--- src/rtl/stodc_pkg.sv ---
// Shared types, constants and digit helpers for the settable time-of-day clock.
package stodc_pkg;

    localparam int KEY_W = 8;
    localparam int TPS_W = 6;
    localparam int HOUR_W = 5;
    localparam int MS_W = 6;

    localparam logic [KEY_W-1:0] KEY_MASK   = 8'h9f;
    localparam logic [KEY_W-1:0] KEY_UP     = 8'h10;
    localparam logic [KEY_W-1:0] KEY_DOWN   = 8'h08;
    localparam logic [KEY_W-1:0] KEY_LEFT   = 8'h04;
    localparam logic [KEY_W-1:0] KEY_RIGHT  = 8'h02;
    localparam logic [KEY_W-1:0] KEY_CENTRE = 8'h01;

    localparam logic FUNC_TICK = 1'b0;
    localparam logic FUNC_KEY  = 1'b1;

    localparam logic [1:0] CUR_HOURS   = 2'd0;
    localparam logic [1:0] CUR_MINUTES = 2'd1;
    localparam logic [1:0] CUR_SECONDS = 2'd2;

    localparam logic [TPS_W-1:0] TPS_RESET = 6'd32;
    localparam logic [HOUR_W-1:0] HOUR_MAX = 5'd23;
    localparam logic [MS_W-1:0] MS_MAX = 6'd59;

    typedef struct packed {
        logic             func;
        logic [KEY_W-1:0] key_code;
    } t_item;

    typedef struct packed {
        logic [1:0] hour_tens;
        logic [3:0] hour_ones;
        logic [2:0] minute_tens;
        logic [3:0] minute_ones;
        logic [2:0] second_tens;
        logic [3:0] second_ones;
        logic       setting_active;
        logic [1:0] cursor_field;
    } t_result;

    // Tens digit of a value below 60, found by a short compare chain.
    function automatic logic [2:0] tens60(input logic [MS_W-1:0] v);
        logic [2:0] t;
        if (v >= 6'd50)      t = 3'd5;
        else if (v >= 6'd40) t = 3'd4;
        else if (v >= 6'd30) t = 3'd3;
        else if (v >= 6'd20) t = 3'd2;
        else if (v >= 6'd10) t = 3'd1;
        else                 t = 3'd0;
        return t;
    endfunction

    function automatic logic [3:0] ones60(input logic [MS_W-1:0] v);
        logic [2:0] t;
        logic [MS_W-1:0] r;
        t = tens60(v);
        r = v - MS_W'({t, 3'b000} + {t, 1'b0});
        return r[3:0];
    endfunction

    function automatic logic [1:0] tens24(input logic [HOUR_W-1:0] h);
        logic [1:0] t;
        if (h >= 5'd20)      t = 2'd2;
        else if (h >= 5'd10) t = 2'd1;
        else                 t = 2'd0;
        return t;
    endfunction

    function automatic logic [3:0] ones24(input logic [HOUR_W-1:0] h);
        logic [1:0] t;
        logic [HOUR_W-1:0] r;
        t = tens24(h);
        r = h - HOUR_W'({t, 3'b000} + {t, 1'b0});
        return r[3:0];
    endfunction

endpackage

--- src/rtl/stodc_in_reg.sv ---
// Input register stage that holds one accepted word until the update stage takes it.
module stodc_in_reg
    import stodc_pkg::*;
(
    input  logic  i_clk,
    input  logic  i_rst_n,
    input  logic  i_s_tvalid,
    output logic  o_s_tready,
    input  t_item i_item,
    input  logic  i_out_ready,
    output logic  o_fire,
    output t_item o_item
);

    logic  r_valid;
    t_item r_item;

    assign o_fire     = r_valid && i_out_ready;
    assign o_s_tready = !r_valid || i_out_ready;
    assign o_item     = r_item;

    always_ff @(posedge i_clk) begin
        if (!i_rst_n) begin
            r_valid <= 1'b0;
        end else if (i_s_tvalid && o_s_tready) begin
            r_valid <= 1'b1;
        end else if (o_fire) begin
            r_valid <= 1'b0;
        end
    end

    always_ff @(posedge i_clk) begin
        if (i_s_tvalid && o_s_tready) begin
            r_item <= i_item;
        end
    end

endmodule

--- src/rtl/stodc_update.sv ---
// Clock state registers with their next-state logic and the digit split of the new time.
module stodc_update
    import stodc_pkg::*;
(
    input  logic             i_clk,
    input  logic             i_rst_n,
    input  logic             i_fire,
    input  t_item            i_item,
    input  logic [TPS_W-1:0] i_tps,
    output t_result          o_result
);

    logic [TPS_W-1:0]  r_pre, n_pre;
    logic [HOUR_W-1:0] r_hour, n_hour;
    logic [MS_W-1:0]   r_min, n_min;
    logic [MS_W-1:0]   r_sec, n_sec;
    logic              r_set, n_set;
    logic [1:0]        r_cur, n_cur;

    logic [KEY_W-1:0] key;
    logic [TPS_W:0]   pre_sum;
    logic             tick, sec_tick, key_on;
    logic             up, down;
    logic             c_s, c_m, c_h, b_s, b_m, b_h;

    assign key     = i_item.key_code & KEY_MASK;
    assign tick    = (i_item.func == FUNC_TICK);
    assign key_on  = (i_item.func == FUNC_KEY) && r_set;
    assign pre_sum = {1'b0, r_pre} + {{TPS_W{1'b0}}, 1'b1};
    assign sec_tick = tick && (pre_sum >= {1'b0, i_tps});
    assign up      = key_on && (key == KEY_UP);
    assign down    = key_on && (key == KEY_DOWN);

    // Carries and borrows ripple from the selected field toward the hours.
    assign c_s = sec_tick || (up && r_cur == CUR_SECONDS);
    assign c_m = (up && r_cur == CUR_MINUTES) || (c_s && r_sec == MS_MAX);
    assign c_h = (up && r_cur == CUR_HOURS) || (c_m && r_min == MS_MAX);
    assign b_s = down && r_cur == CUR_SECONDS;
    assign b_m = (down && r_cur == CUR_MINUTES) || (b_s && r_sec == '0);
    assign b_h = (down && r_cur == CUR_HOURS) || (b_m && r_min == '0);

    always_comb begin
        n_pre = r_pre;
        if (tick) begin
            n_pre = sec_tick ? '0 : pre_sum[TPS_W-1:0];
        end

        n_sec = r_sec;
        if (c_s)      n_sec = (r_sec == MS_MAX) ? '0 : r_sec + 1'b1;
        else if (b_s) n_sec = (r_sec == '0) ? MS_MAX : r_sec - 1'b1;

        n_min = r_min;
        if (c_m)      n_min = (r_min == MS_MAX) ? '0 : r_min + 1'b1;
        else if (b_m) n_min = (r_min == '0) ? MS_MAX : r_min - 1'b1;

        n_hour = r_hour;
        if (c_h)      n_hour = (r_hour == HOUR_MAX) ? '0 : r_hour + 1'b1;
        else if (b_h) n_hour = (r_hour == '0) ? HOUR_MAX : r_hour - 1'b1;

        n_set = r_set;
        n_cur = r_cur;
        if (i_item.func == FUNC_KEY) begin
            if (r_set) begin
                unique case (key)
                    KEY_LEFT: begin
                        if (r_cur != CUR_HOURS) n_cur = r_cur - 1'b1;
                    end
                    KEY_RIGHT: begin
                        if (r_cur != CUR_SECONDS) n_cur = r_cur + 1'b1;
                    end
                    KEY_CENTRE: begin
                        n_set = 1'b0;
                    end
                    default: ;
                endcase
            end else if (key == KEY_CENTRE) begin
                n_set = 1'b1;
            end
        end
    end

    always_ff @(posedge i_clk) begin
        if (!i_rst_n) begin
            r_pre  <= '0;
            r_hour <= '0;
            r_min  <= '0;
            r_sec  <= '0;
            r_set  <= 1'b0;
            r_cur  <= CUR_HOURS;
        end else if (i_fire) begin
            r_pre  <= n_pre;
            r_hour <= n_hour;
            r_min  <= n_min;
            r_sec  <= n_sec;
            r_set  <= n_set;
            r_cur  <= n_cur;
        end
    end

    always_comb begin
        o_result.hour_tens      = tens24(n_hour);
        o_result.hour_ones      = ones24(n_hour);
        o_result.minute_tens    = tens60(n_min);
        o_result.minute_ones    = ones60(n_min);
        o_result.second_tens    = tens60(n_sec);
        o_result.second_ones    = ones60(n_sec);
        o_result.setting_active = n_set;
        o_result.cursor_field   = n_cur;
    end

endmodule

--- src/rtl/settable_time_of_day_clock_core.sv ---
// Top level of the settable time-of-day clock: ports, tick rate register and output register.
//
// Each input word is a timer tick (tuser low) or a key press (tuser high, key code in
// tdata). A tick advances a prescaler; after ticks_per_second ticks the time moves on by
// one second. The centre key toggles set mode; in set mode left and right move the cursor
// over hours, minutes and seconds, and up and down step the selected field, with carries
// and borrows wrapping around midnight.
// Every input word yields one output word: the six time digits, the set flag and the
// cursor, as they stand after that word is applied.
// The input word sits in the input register, then passes the state update into the output
// register. One word per cycle is sustained while the receiver keeps tready high.
// The tick rate is written on the cfg channel, which is always ready; write it only while
// no word is in flight.
// Reset clears the time to 00:00:00, leaves set mode, puts the cursor on hours and loads a
// tick rate of 32. When the receiver holds tready low the output word is held, the input
// register still takes one word, and then tready on the input side falls.
module settable_time_of_day_clock_core
    import stodc_pkg::*;
(
    input  logic             i_clk,
    input  logic             i_rst_n,
    input  logic             i_s_tvalid,
    output logic             o_s_tready,
    input  logic [7:0]       i_s_tdata,   // [7:0] key_code
    input  logic [0:0]       i_s_tuser,   // [0] func
    output logic             o_m_tvalid,
    input  logic             i_m_tready,
    // [1:0] hour_tens, [5:2] hour_ones, [8:6] minute_tens, [12:9] minute_ones,
    // [15:13] second_tens, [19:16] second_ones, [20] setting_active,
    // [22:21] cursor_field, [23] zero
    output logic [23:0]      o_m_tdata,
    input  logic             i_cfg_valid,
    output logic             o_cfg_ready,
    input  logic [TPS_W-1:0] i_cfg_data
);

    logic [TPS_W-1:0] r_tps;
    logic             r_out_valid;
    t_result          r_out;

    logic    out_ready;
    logic    fire;
    t_item   in_item;
    t_item   held_item;
    t_result result;

    assign in_item.func     = i_s_tuser[0];
    assign in_item.key_code = i_s_tdata;
    assign out_ready        = !r_out_valid || i_m_tready;
    assign o_cfg_ready      = 1'b1;

    stodc_in_reg u_in_reg (
        .i_clk       (i_clk),
        .i_rst_n     (i_rst_n),
        .i_s_tvalid  (i_s_tvalid),
        .o_s_tready  (o_s_tready),
        .i_item      (in_item),
        .i_out_ready (out_ready),
        .o_fire      (fire),
        .o_item      (held_item)
    );

    stodc_update u_update (
        .i_clk    (i_clk),
        .i_rst_n  (i_rst_n),
        .i_fire   (fire),
        .i_item   (held_item),
        .i_tps    (r_tps),
        .o_result (result)
    );

    always_ff @(posedge i_clk) begin
        if (!i_rst_n) begin
            r_tps       <= TPS_RESET;
            r_out_valid <= 1'b0;
        end else begin
            if (i_cfg_valid && o_cfg_ready) begin
                r_tps <= i_cfg_data;
            end
            if (fire) begin
                r_out_valid <= 1'b1;
            end else if (i_m_tready) begin
                r_out_valid <= 1'b0;
            end
        end
    end

    always_ff @(posedge i_clk) begin
        if (fire) begin
            r_out <= result;
        end
    end

    assign o_m_tvalid = r_out_valid;
    assign o_m_tdata  = {1'b0, r_out.cursor_field, r_out.setting_active,
                         r_out.second_ones, r_out.second_tens,
                         r_out.minute_ones, r_out.minute_tens,
                         r_out.hour_ones, r_out.hour_tens};

    // The shown time is always a legal time of day.
    assert property (@(posedge i_clk) disable iff (!i_rst_n)
        o_m_tvalid |-> (o_m_tdata[1:0] != 2'd3) && (o_m_tdata[5:2] <= 4'd9)
                       && !(o_m_tdata[1:0] == 2'd2 && o_m_tdata[5:2] > 4'd3)
                       && (o_m_tdata[8:6] <= 3'd5) && (o_m_tdata[12:9] <= 4'd9)
                       && (o_m_tdata[15:13] <= 3'd5) && (o_m_tdata[19:16] <= 4'd9))
        else $error("time digits out of range");

    // The cursor never leaves the three fields.
    assert property (@(posedge i_clk) disable iff (!i_rst_n)
        o_m_tvalid |-> (o_m_tdata[22:21] != 2'd3))
        else $error("cursor out of range");

    // The input side only stalls when the output word is held by the receiver.
    assert property (@(posedge i_clk) disable iff (!i_rst_n)
        !o_s_tready |-> (o_m_tvalid && !i_m_tready))
        else $error("input stalled without output backpressure");

    // A word taken by the update stage shows up at the output in the next cycle.
    assert property (@(posedge i_clk) disable iff (!i_rst_n)
        fire |=> o_m_tvalid)
        else $error("processed word did not reach the output");

endmodule

--- config.mk ---
export PLATFORM = sky130hd
export DESIGN_NAME = settable_time_of_day_clock_core
export DESIGN_NICKNAME = d
export VERILOG_FILES = /design/src/rtl/stodc_pkg.sv /design/src/rtl/stodc_in_reg.sv /design/src/rtl/stodc_update.sv /design/src/rtl/settable_time_of_day_clock_core.sv
export SDC_FILE = /design/constraint.sdc
export NUM_CORES = 1
export LEC_CHECK = 0
export BUFFER_PORTS_ARGS = -buffer_cell sky130_fd_sc_hd__buf_4
export CELL_PAD_IN_SITES_DETAIL_PLACEMENT = 0
export CELL_PAD_IN_SITES_GLOBAL_PLACEMENT = 2
export CORE_ASPECT_RATIO = 0.7
export CORE_UTILIZATION = 40
export DETAILED_ROUTE_END_ITERATION = 6
export PLACE_DENSITY_LB_ADDON = 0.3
export SLEW_MARGIN = 20
export SYNTH_ARGS = -nofsm -noshare
export SYNTH_HDL_FRONTEND = slang
export SYNTH_HIERARCHICAL = 1
export SYNTH_SLANG_ARGS = --single-unit
--- constraint.sdc ---
create_clock -name i_clk -period 10.4 [get_ports i_clk]
set_input_delay 2.08 -clock i_clk [delete_from_list [all_inputs] [get_ports i_clk]]
set_output_delay 2.08 -clock i_clk [all_outputs]
set_load 0.02 [all_outputs]
== After elaboration in Yosys (flattened, before gate mapping) ==
Cells that the tools add are included.

* Output and inout bits: 27
* Register bits: 66
* Logic and storage cells: 130

* Reduce and logical (&&, ||, !) cells: 33
* Mux-type cells: 38
* Bitwise gates (word level): 1
* Add/subtract/negate cells: 15
* Order comparisons: 13
* Equal/unequal tests: 11

{| class="wikitable"
|+ Operator list
! operator !! number
|-
| 6-bit 2-to-1 mux || 9
|-
| 6-bit by 5-bit >= comparator with 1-bit output (second input constant) || 4
|-
| 6-bit >= comparator (second input constant) || 4
|-
| 3-bit 2-to-1 mux || 8
|-
| 5-bit 2-to-1 mux || 4
|-
| 1-bit logical AND || 16
|-
| 6-bit by 1-bit adder with 6-bit output (second input constant) || 2
|-
| 6-bit equality test (second input constant) || 2
|-
| 6-bit by 4-bit >= comparator with 1-bit output (second input constant) || 2
|-
| 6-bit zero test || 2
|-
| 4-bit subtractor || 3
|-
| 6-bit by 1-bit subtractor with 6-bit output (second input constant) || 2
|-
| 1-bit 2-to-1 mux || 11
|-
| 2-bit 2-to-1 mux || 5
|-
| 4-bit adder || 2
|-
| 6-bit by 1-bit adder with 7-bit output (second input constant) || 1
|-
| 7-bit by 6-bit >= comparator with 1-bit output || 1
|-
| 1-bit logical OR || 7
|-
| 6-bit by 1-bit equality test with 1-bit output (second input constant) || 1
|-
| 6-bit by 2-bit equality test with 1-bit output (second input constant) || 1
|-
| 6-bit by 3-bit equality test with 1-bit output (second input constant) || 1
|-
| 6-bit by 4-bit equality test with 1-bit output (second input constant) || 1
|-
| 6-bit by 5-bit equality test with 1-bit output (second input constant) || 1
|-
| 2-bit nonzero test || 3
|-
| other kinds (17) || 18
|}

== Depth between registers and ports, before layout ==
Gate-level depths: netlist of run 1.

* Depth after elaboration: 15
* Mapped depth: 18

== Modules after synthesis ==
The synthesis of run 1 kept the hierarchy.

{| class="wikitable"
|+ Modules (own cells, without submodules)
! module !! instances !! area an instance (µm²) !! cells each
|-
| stodc_update || 1 || 3134.3 || 407
|-
| settable_time_of_day_clock_core || 1 || 977.2 || 50
|-
| stodc_in_reg || 1 || 335.3 || 15
|}

== Least setup slack after synthesis of run 1 ==
OpenSTA, ideal clock, no wires.

* Path kind: in2out
* Start point: in i_m_tready
* End point: out o_s_tready
* Required time: 8.320 ns
* Slack: 5.921 ns
* Stages on the path: 2
* Arrival: 2.399 ns
* Cells stage by stage: nand2b_1 > nand2b_4

* Cells in the longest elaborated chain, start to end: 2

{| class="wikitable"
|+ RTL lines
! element !! line !! text
|-
| start, declared || settable_time_of_day_clock_core.sv:27 || <nowiki>input logic i_m_tready,</nowiki>
|-
| 1-bit logical OR || settable_time_of_day_clock_core.sv:49 || <nowiki>assign out_ready = !r_out_valid || i_m_tready;</nowiki>
|-
| 1-bit logical OR || stodc_in_reg.sv:19 || <nowiki>assign o_s_tready = !r_valid || i_out_ready;</nowiki>
|-
| end, declared || settable_time_of_day_clock_core.sv:23 || <nowiki>output logic o_s_tready,</nowiki>
|}

No other way between the ends.

== Final worst setup path of run 1 ==
* Start point: in i_m_tready
* End point: out o_s_tready

* Cells in the longest elaborated chain, start to end: 2

{| class="wikitable"
|+ RTL lines
! element !! line !! text
|-
| 1-bit logical OR || settable_time_of_day_clock_core.sv:49 ||
|-
| net out_ready || settable_time_of_day_clock_core.sv:41 || <nowiki>logic out_ready;</nowiki>
|-
| 1-bit logical OR || stodc_in_reg.sv:19 ||
|}

The timed path passes the listed nets, and every way through them passes these cells.

==> key figures, run 1 <==
STA
  – Fin. Hold Viols: 0
  – Highest Clock Rate: 211 MHz
  – Min cycle time layout: 4740 ps
  – Worst-Margin Slew: 964 ps
  – Rel. slew slack: 35.3%
  – Final setup vio count: 0
  – Worst Setup Slack, final: 5660 ps
  – Setup TNS: 0 ps
  – RSZ-0062 raised after global routing: no
  – Post-Route Skew: 10.1 ps
  – Final Cycle Share: 45.5%
  – Slew Limit Fails: 0

Route
  – Final WL: 9850 µm
  – Antenna Nets Post-Route: 0
  – Drt wl/cell: 15.0 µm
  – Via density: 5.38
  – 1st-pass router iterations: 4
  – Vias: 3,531
  – Detailed Route Iter0 Violations: 190
  – DRC: 0

Floorplanning
  – Die extent in y: 89.6 µm
  – Io pins: 47
  – Std-Cell Rows: 31
  – Die Area: 0.0114 mm²
  – Chip width: 127 µm
  – Initial core utilization: 41.7%
  – Core Region: 0.0105 mm²

CTS
  – Clock tree sinks: 64
  – Cts bufs inserted: 9
  – PostCTS Resize Cnt: 0
  – Clk root buf: clkbuf_16
  – Hold Buf Count CTS: 0
  – CTS H-tree lvls: 3
  – Worst skew pair latency: 340 ps
  – CTS tree: built
  – Post-CTS Setup Inserts: 0
  – Clock transition at the registers of the reported paths: 60 ps
  – CTS Buffer Depth: 2

Final layout
  – Area delta synth->final: 16.5%
  – Antenna Diode Count: 0
  – Post-Layout Inst Area: 0.00511 mm²
  – Post-route insts no fill: 656
  – Nets@finish: 553
  – Layout cell share with drive strength beyond 1: 18.9%

Hold path
  – Worst hold path class: reg2reg

Worst setup path
  – Critical Path Max Stage Delay: 160 ps
  – CP cell instances: buf_4 > nand2b_1 > nand2b_4 > buf_4
  – Most frequent CP cell: buf_4
  – Crit path required time: 8320 ps
  – Max FO, Critical Path: 3
  – Slowest CP cell: nand2b_1
  – Startpoint class of the critical path: input port
  – Critical Path AT: 2660 ps
  – Setup crit end kind: primary output
  – Crit Path Class: in2out

Global routing
  – First-pass GRT wire length: 15,900 µm
  – Vias in the first global route: 3,067
  – Initial antenna violation count: 0
  – Grt total ovfl: 0
  – Gr usage total: 18.2%
  – Largest net degree at the start of global routing: 30

Placed design
  – Pre-CTS worst setup slack: 5660 ps
  – Placed Cells: 640
  – Placed Area: 0.00479 mm²
  – Gpl congestion: 0.817
  – IO buf count: 42
  – Hpwl dp: 7050 µm

Status
  – Status: finished clean

Power
  – Maximum vdd drop: 0.102 mV
  – LEAKAGE: 2.02 nW
  – Pwr Density: 134 mW/mm²
  – Tot Pwr: 683 µW

Synth
  – Syn Std Cell Area: 0.00439 mm²
  – Yosys Warn Count: 6
  – Avg Synthesized Cell Area: 9.33 µm²
  – Net Count, Synth: 520
  – Post-synthesis cell count: 470

Flow run
  – Max cap viols: 0
==> stage by stage <==
step	hold slack (ps)	util [%]
floorplan	440	-
global placement	455	45.6
detailed placement	468	45.6
CTS	484	48.6
global route	518	48.6
finish	487	48.6
==> worst paths after layout <==
path | start | end | slack (ps) | depth (start not counted)
max | i_m_tready | o_s_tready | 5660 | 4
min | r_tps[5] | r_tps[5] | 490 | 2
max reg2reg | u_update/r_pre[0] | o_m_tdata[5] | 5840 | 17
min reg2reg | r_tps[5] | r_tps[5] | 490 | 2
==> routing by layer <==
metal | wire, µm | global-route usage (%) | up-vias
li1 | - | - | 1794
met1 | 5440 | 27.3 | 1650
met2 | 3920 | 25.5 | 78
met3 | 405 | 4.56 | 9
met4 | 83 | 4.87 | 0
met5 | 0 | 0 | -
==> area by class of cell <==
class | instances | area [µm²]
well taps | 148 | 185
multi-input cells | 356 | 2590
clock buffers | 12 | 289
inverters | 29 | 109
flip-flops and latches | 64 | 1580
fillers | 999 | 5400
repair buffers | 43 | 323
clock inverters | 4 | 31.3
==> critical path, delay by kind of cell <==
kind                   cells  cell delay [ps]
buffers and inverters      2              260
and+or+nand+nor            2              320
==> state kept, by name, summed over array words and instances (netlist names) <==
signal,count
o_m_tvalid,1
u_update/r_min,6
u_update/r_pre,6
u_update/r_sec,6
u_in_reg/r_valid,1
u_update/r_cur,2
r_tps,6
o_m_tdata,23
u_in_reg/o_item,7
u_update/r_hour,5
u_update/r_set,1
==> layout by cell type (no fill, tap or decap), types with 16 or more instances in the layout <==
master and instances:
xnor2_1 16, nand3_1 20, buf_4 43, ha_1 30, edfxtp_1 30, nor2_1 54, inv_1 26, a21oi_1 23
mux2i_1 17, nand2_1 21, dfxtp_1 34
==> power by group <==
group / switching, mW / internal [mW] / total [mW]
logic: 0.0481 / 0.0344 / 0.0825
registers: 0.00889 / 0.276 / 0.285
clock network: 0.118 / 0.198 / 0.316
total: 0.175 / 0.508 / 0.683
(Power assumes the default switching activity.)
==> inputs of run 2 (changes only) <==
Settings changed: ABC_AREA from default to 1, CORE_UTILIZATION 40 to 35.
Clock period 10.4 ns to 4.6 ns, I/O delays scaled along.
==> key figures, run 2 <==
Worst setup path
  – Max FO, Critical Path: 8
  – Startpoint class of the critical path: register
  – Setup crit end kind: register
  – Crit path required time: 4700 ps
  – Critical Path AT: 3860 ps
  – Crit Path Class: reg2reg

Flow run
  – Max cap viols: 0

Final layout
  – Post-Layout Inst Area: 0.00519 mm²
  – Filler cells: 1,251
  – Core Util, Final: 43.2%
  – Area delta synth->final: 17.1%
  – Most common cell after layout, fill and taps aside: nand2_1
  – Largest register by flop count: o_m_tdata
  – Nets@finish: 684
  – Max FFs per register: 23
  – Layout cell share with drive strength beyond 1: 19.4%
  – Most frequent cells in the layout: 127 x nand2_1, 95 x inv_1, 44 x buf_4
  – Antenna Diode Count: 0

Placed design
  – Pre-CTS worst setup slack: 834 ps
  – Hpwl dp: 7400 µm
  – Placed Area: 0.00490 mm²
  – IO buf count: 42
  – Gpl congestion: 0.862

Floorplanning
  – Core Region: 0.0120 mm²
  – Die Area: 0.0131 mm²
  – Chip width: 137 µm
  – Std-Cell Rows: 33
  – Io pins: 47
  – Die extent in y: 96.2 µm
  – Initial core utilization: 36.9%

Power
  – Pint: 1.20 mW
  – Combinational power share: 19.3%
  – Sw frac: 29.2%
  – Maximum vdd drop: 0.179 mV
  – Power share of the clock group: 41.0%
  – Share of power burned in registers: 39.7%
  – Tot Pwr: 1.69 mW
  – LEAKAGE: 2.53 nW
  – Psw: 493 µW
  – Pwr Density: 325 mW/mm²

Hold path
  – Worst hold path class: reg2reg

Synth
  – Avg Synthesized Cell Area: 7.52 µm²
  – Syn Std Cell Area: 0.00444 mm²
  – Yosys Warn Count: 6
  – Net Count, Synth: 640
  – Post-synthesis cell count: 590

CTS
  – Clk root buf: clkbuf_16
  – CTS H-tree lvls: 3
  – Post-CTS Setup Inserts: 0
  – Worst skew pair latency: 340 ps
  – Clock transition at the registers of the reported paths: 60 ps
  – PostCTS Resize Cnt: 0
  – Cts bufs inserted: 9
  – Clock tree sinks: 64
  – CTS Buffer Depth: 2
  – Hold Buf Count CTS: 0
  – CTS tree: built

Global routing
  – Grt met1 use: 23.6%
  – Vias in the first global route: 3,458
  – Grt total ovfl: 0
  – Gr busiest metal: met2
  – Largest net degree at the start of global routing: 31
  – First-pass GRT wire length: 16,800 µm
  – Met2 usage: 24.8%
  – Met3 Use GR: 4.00%
  – Initial antenna violation count: 0
  – Gr usage total: 16.7%

STA
  – Min cycle time layout: 3760 ps
  – Fin. Hold Viols: 0
  – Final Cycle Share: 81.7%
  – Setup TNS: 0 ps
  – Post-Route Skew: 11.8 ps
  – Worst Setup Slack, final: 842 ps
  – Rel. slew slack: 39.5%
  – Final setup vio count: 0
  – Highest Clock Rate: 266 MHz
  – Slew Limit Fails: 0
  – Worst-Margin Slew: 906 ps
  – RSZ-0062 raised after global routing: no

Route
  – Detailed Route Iter0 Violations: 158
  – Final WL: 9790 µm
  – Via density: 4.66
  – Antenna Nets Post-Route: 0
  – Vias: 3,706
  – 1st-pass router iterations: 4
  – DRC: 0
  – Drt wl/cell: 12.3 µm

Status
  – Status: finished clean
run 2: stage by stage:
step	std cells	hold slack (ps)
2_1_floorplan	590	429
5_1_grt	796	505
3_3_place_gp	780	450
4_1_cts	796	487
3_5_place_dp	780	478
6_report	796	484
run 2: layer usage:
metal	part of all wire [%]	up-vias
met5	0	-
met4	1.3	0
met1	57	1670
li1	-	1973
met2	39	49
met3	2.9	14
run 2: path summary, 6_finish.rpt:
kind	start	end	slack (ps)	cells after the start
worst min-delay path	r_tps[5]	r_tps[5]	480	2
worst min register to register	r_tps[5]	r_tps[5]	480	2
worst max register to register	u_update/r_pre[0]	o_m_tdata[12]	840	26
worst max-delay path	u_update/r_pre[0]	o_m_tdata[12]	840	26
run 2: worst max-delay path, stage by stage, from the launching register on:
cell	delay, ps
dfxtp_1	400
ha_1	210
nand3_1	130
xnor2_1	210
ha_1	270
nand2_1	70
nand2_1	40
nand2_1	50
nand2_1	60
nor2_1	90
nand2_1	80
nand2_1	110
nand2_4	110
nand2_4	130
nand2_8	90
nand2_1	120
o21ai_4	90
o21ai_0	280
inv_1	100
nor2_1	160
ha_1	180
xor2_1	210
inv_1	80
nand3_1	80
nand2_1	50
nand2_1	60
nand2_1	40
run 2: power by group through the flow:
stage | Sequential [mW] | Clock (mW) | Combinational [mW]
after floorplan | 0.698 | 0 | 0.221
after global placement | 0.683 | 0 | 0.322
after detailed placement | 0.683 | 0 | 0.326
after CTS | 0.671 | 0.717 | 0.328
after global routing | 0.676 | 0.734 | 0.375
final | 0.671 | 0.694 | 0.326
run 2: cell type report:
cell class                 count  area (µm²)  area share [%]
tap                          157         196            3.78
timing repair buffer          44         330            6.36
clock buffer                  10         239            4.60
inverter                     112         420            8.09
clock inverter                 6        58.8            1.13
multi-input combinational    403        2370            45.6
sequential                    64        1580            30.4
==> inputs of run 3 (changes only) <==
Settings changed: CORE_UTILIZATION 35 to 31.
Clock period 4.6 ns to 3 ns, I/O delays scaled along.
==> key figures, run 3 (synthesis gave the netlist of run 2 again) <==
CTS
  – CTS H-tree lvls: 3
  – Clk root buf: clkbuf_16
  – CTS Buffer Depth: 2
  – Clock tree sinks: 64
  – Cts bufs inserted: 9
  – Hold Buf Count CTS: 0
  – CTS tree: built
  – Worst skew pair latency: 340 ps
  – Clock transition at the registers of the reported paths: 60 ps

Power
  – Pwr Density: 440 mW/mm²
  – LEAKAGE: 3.10 nW
  – Maximum vdd drop: 0.261 mV

Final layout
  – Largest register by flop count: o_m_tdata
  – Most common cell after layout, fill and taps aside: buf_4
  – Max FFs per register: 23
  – Nets@finish: 780
  – Antenna Diode Count: 0
  – Area delta synth->final: 48.1%
  – Core Util, Final: 47.2%
  – Most frequent cells in the layout: 126 x buf_4, 106 x nand2_1, 88 x inv_1
  – Post-Layout Inst Area: 0.00657 mm²
  – Layout cell share with drive strength beyond 1: 39.0%

Worst setup path
  – Crit path required time: 3090 ps
  – Startpoint class of the critical path: register
  – Setup crit end kind: register
  – Reg2Reg Setup Slack: -340 ps
  – Worst R2R Start: u_update/r_pre[2]
  – R2r worst-path depth: 22
  – Max FO, Critical Path: 7
  – Critical Path AT: 3440 ps
  – Crit Path Class: reg2reg
  – Crit Reg-Reg Endpoint: o_m_tdata[19]

Global routing
  – Largest net degree at the start of global routing: 27
  – Initial antenna violation count: 0
  – First-pass GRT wire length: 18,400 µm
  – Vias in the first global route: 3,879
  – Gr usage total: 15.6%
  – Grt total ovfl: 0

STA
  – Final Cycle Share: 111%
  – Rel. slew slack: 37.5%
  – RSZ-0062 raised after global routing: yes
  – Final setup vio count: 12
  – Fin. Hold Viols: 0
  – Worst-Margin Slew: 936 ps
  – Post-Route Skew: 5.82 ps
  – Min cycle time layout: 3340 ps
  – Slew Limit Fails: 0
  – Highest Clock Rate: 299 MHz
  – Worst Setup Slack, final: -345 ps

Placed design
  – Hpwl dp: 7750 µm
  – Gpl congestion: 0.844
  – Placed Area: 0.00549 mm²
  – IO buf count: 42

Route
  – Drt wl/cell: 11.8 µm
  – Via density: 4.38
  – Antenna Nets Post-Route: 0
  – DRC: 0
  – 1st-pass router iterations: 4
  – Detailed Route Iter0 Violations: 179
  – Vias: 4,049
  – Final WL: 10,900 µm

Floorplanning
  – Chip width: 145 µm
  – Die extent in y: 102 µm
  – Initial core utilization: 31.9%
  – Die Area: 0.0148 mm²
  – Core Region: 0.0139 mm²
  – Io pins: 47
  – Std-Cell Rows: 36

Hold path
  – HP Start: i_s_tdata[1]
  – Hold EP: u_in_reg/o_item[1]
  – Hold depth: 1
  – Worst hold path class: in2reg

Flow run
  – Max cap viols: 0

Status
  – Status: finished with violations
  – Failing checks: setup timing
[run 3: cell types whose count changed in the layout (fill, tap and decap cells not counted), sizes merged]
cell	previous run	this run
buf	44	140
bufinv	1	2
clkbuf	10	11
clkinv	4	2
[run 3: worst max path at each step]
stage | from | endpoint | slack, ps | cells after the start
detailed placement | u_update/r_pre[0] | o_m_tdata[19] | -540 | 25
global route | u_update/r_pre[1] | o_m_tdata[12] | -570 | 24
CTS | u_update/r_pre[1] | o_m_tdata[19] | -300 | 27
finish | u_update/r_pre[2] | o_m_tdata[19] | -340 | 22
floorplan | u_update/r_pre[0] | o_m_tdata[19] | -90 | 25
global placement | u_update/r_pre[0] | o_m_tdata[19] | -400 | 25
[run 3: where the power goes]
part           switching [mW]  internal, mW  total, mW
sequential             0.0386         0.987       1.03
combinational           0.375         0.321      0.696
clock                   0.397         0.769       1.17
total                   0.810          2.08       2.89
[run 3: final cells by class]
class | count | area [µm²]
clock buffers | 11 | 253
fillers | 1308 | 7350
clock inverters | 5 | 78.8
inverters | 112 | 438
well taps | 190 | 238
flip-flops and latches | 64 | 1600
repair buffers | 140 | 1120
multi-input cells | 403 | 2850
[run 3: critical path, cell delays in order, from the launching register on]
cell	delay [ps]
dfxtp_4	370
nand3_4	80
nand3b_1	220
xnor2_2	190
ha_1	300
nand2_1	50
nor2_1	80
nand2_1	70
nand2_2	90
nand2_4	70
nand2_8	130
nor2_4	60
buf_4	130
a22oi_2	290
nor2_2	100
a21oi_2	170
ha_2	200
inv_2	30
xor2_1	160
nand3b_1	140
nand2_1	60
nand2_1	50
nand2_1	50
[run 3: routing by layer]
metal  global-route usage (%)  share of wire, %  routed length (µm)  up-vias
li1                         -                 -                   -     2168
met1                     21.5                53                5780     1812
met2                     24.3                43                4690       60
met3                     3.57               3.1                 337        9
met4                     4.99              0.92                 100        0
met5                        0                 0                   0        -
[run 3: repair_timing]
| action | CTS | global route |
|---|---|---|
| setup endpoints to repair | 12 | 18 |
| gates resized for setup | 54 | 60 |
| cloned | 0 | 0 |
| buffers inserted | 24 | 19 |
| pin swaps | 35 | 57 |
[run 3: through the flow]
step	instances	power [mW]	setup slack [ps]	TNS (ps)	hold slack (ps)
floorplan	590	1.41	-90.8	-319	429
finish	925	2.89	-345	-2610	435
global placement	877	1.63	-398	-2160	446
CTS	915	2.88	-301	-2020	424
detailed placement	877	1.64	-540	-2880	454
global route	925	3.06	-572	-5330	417
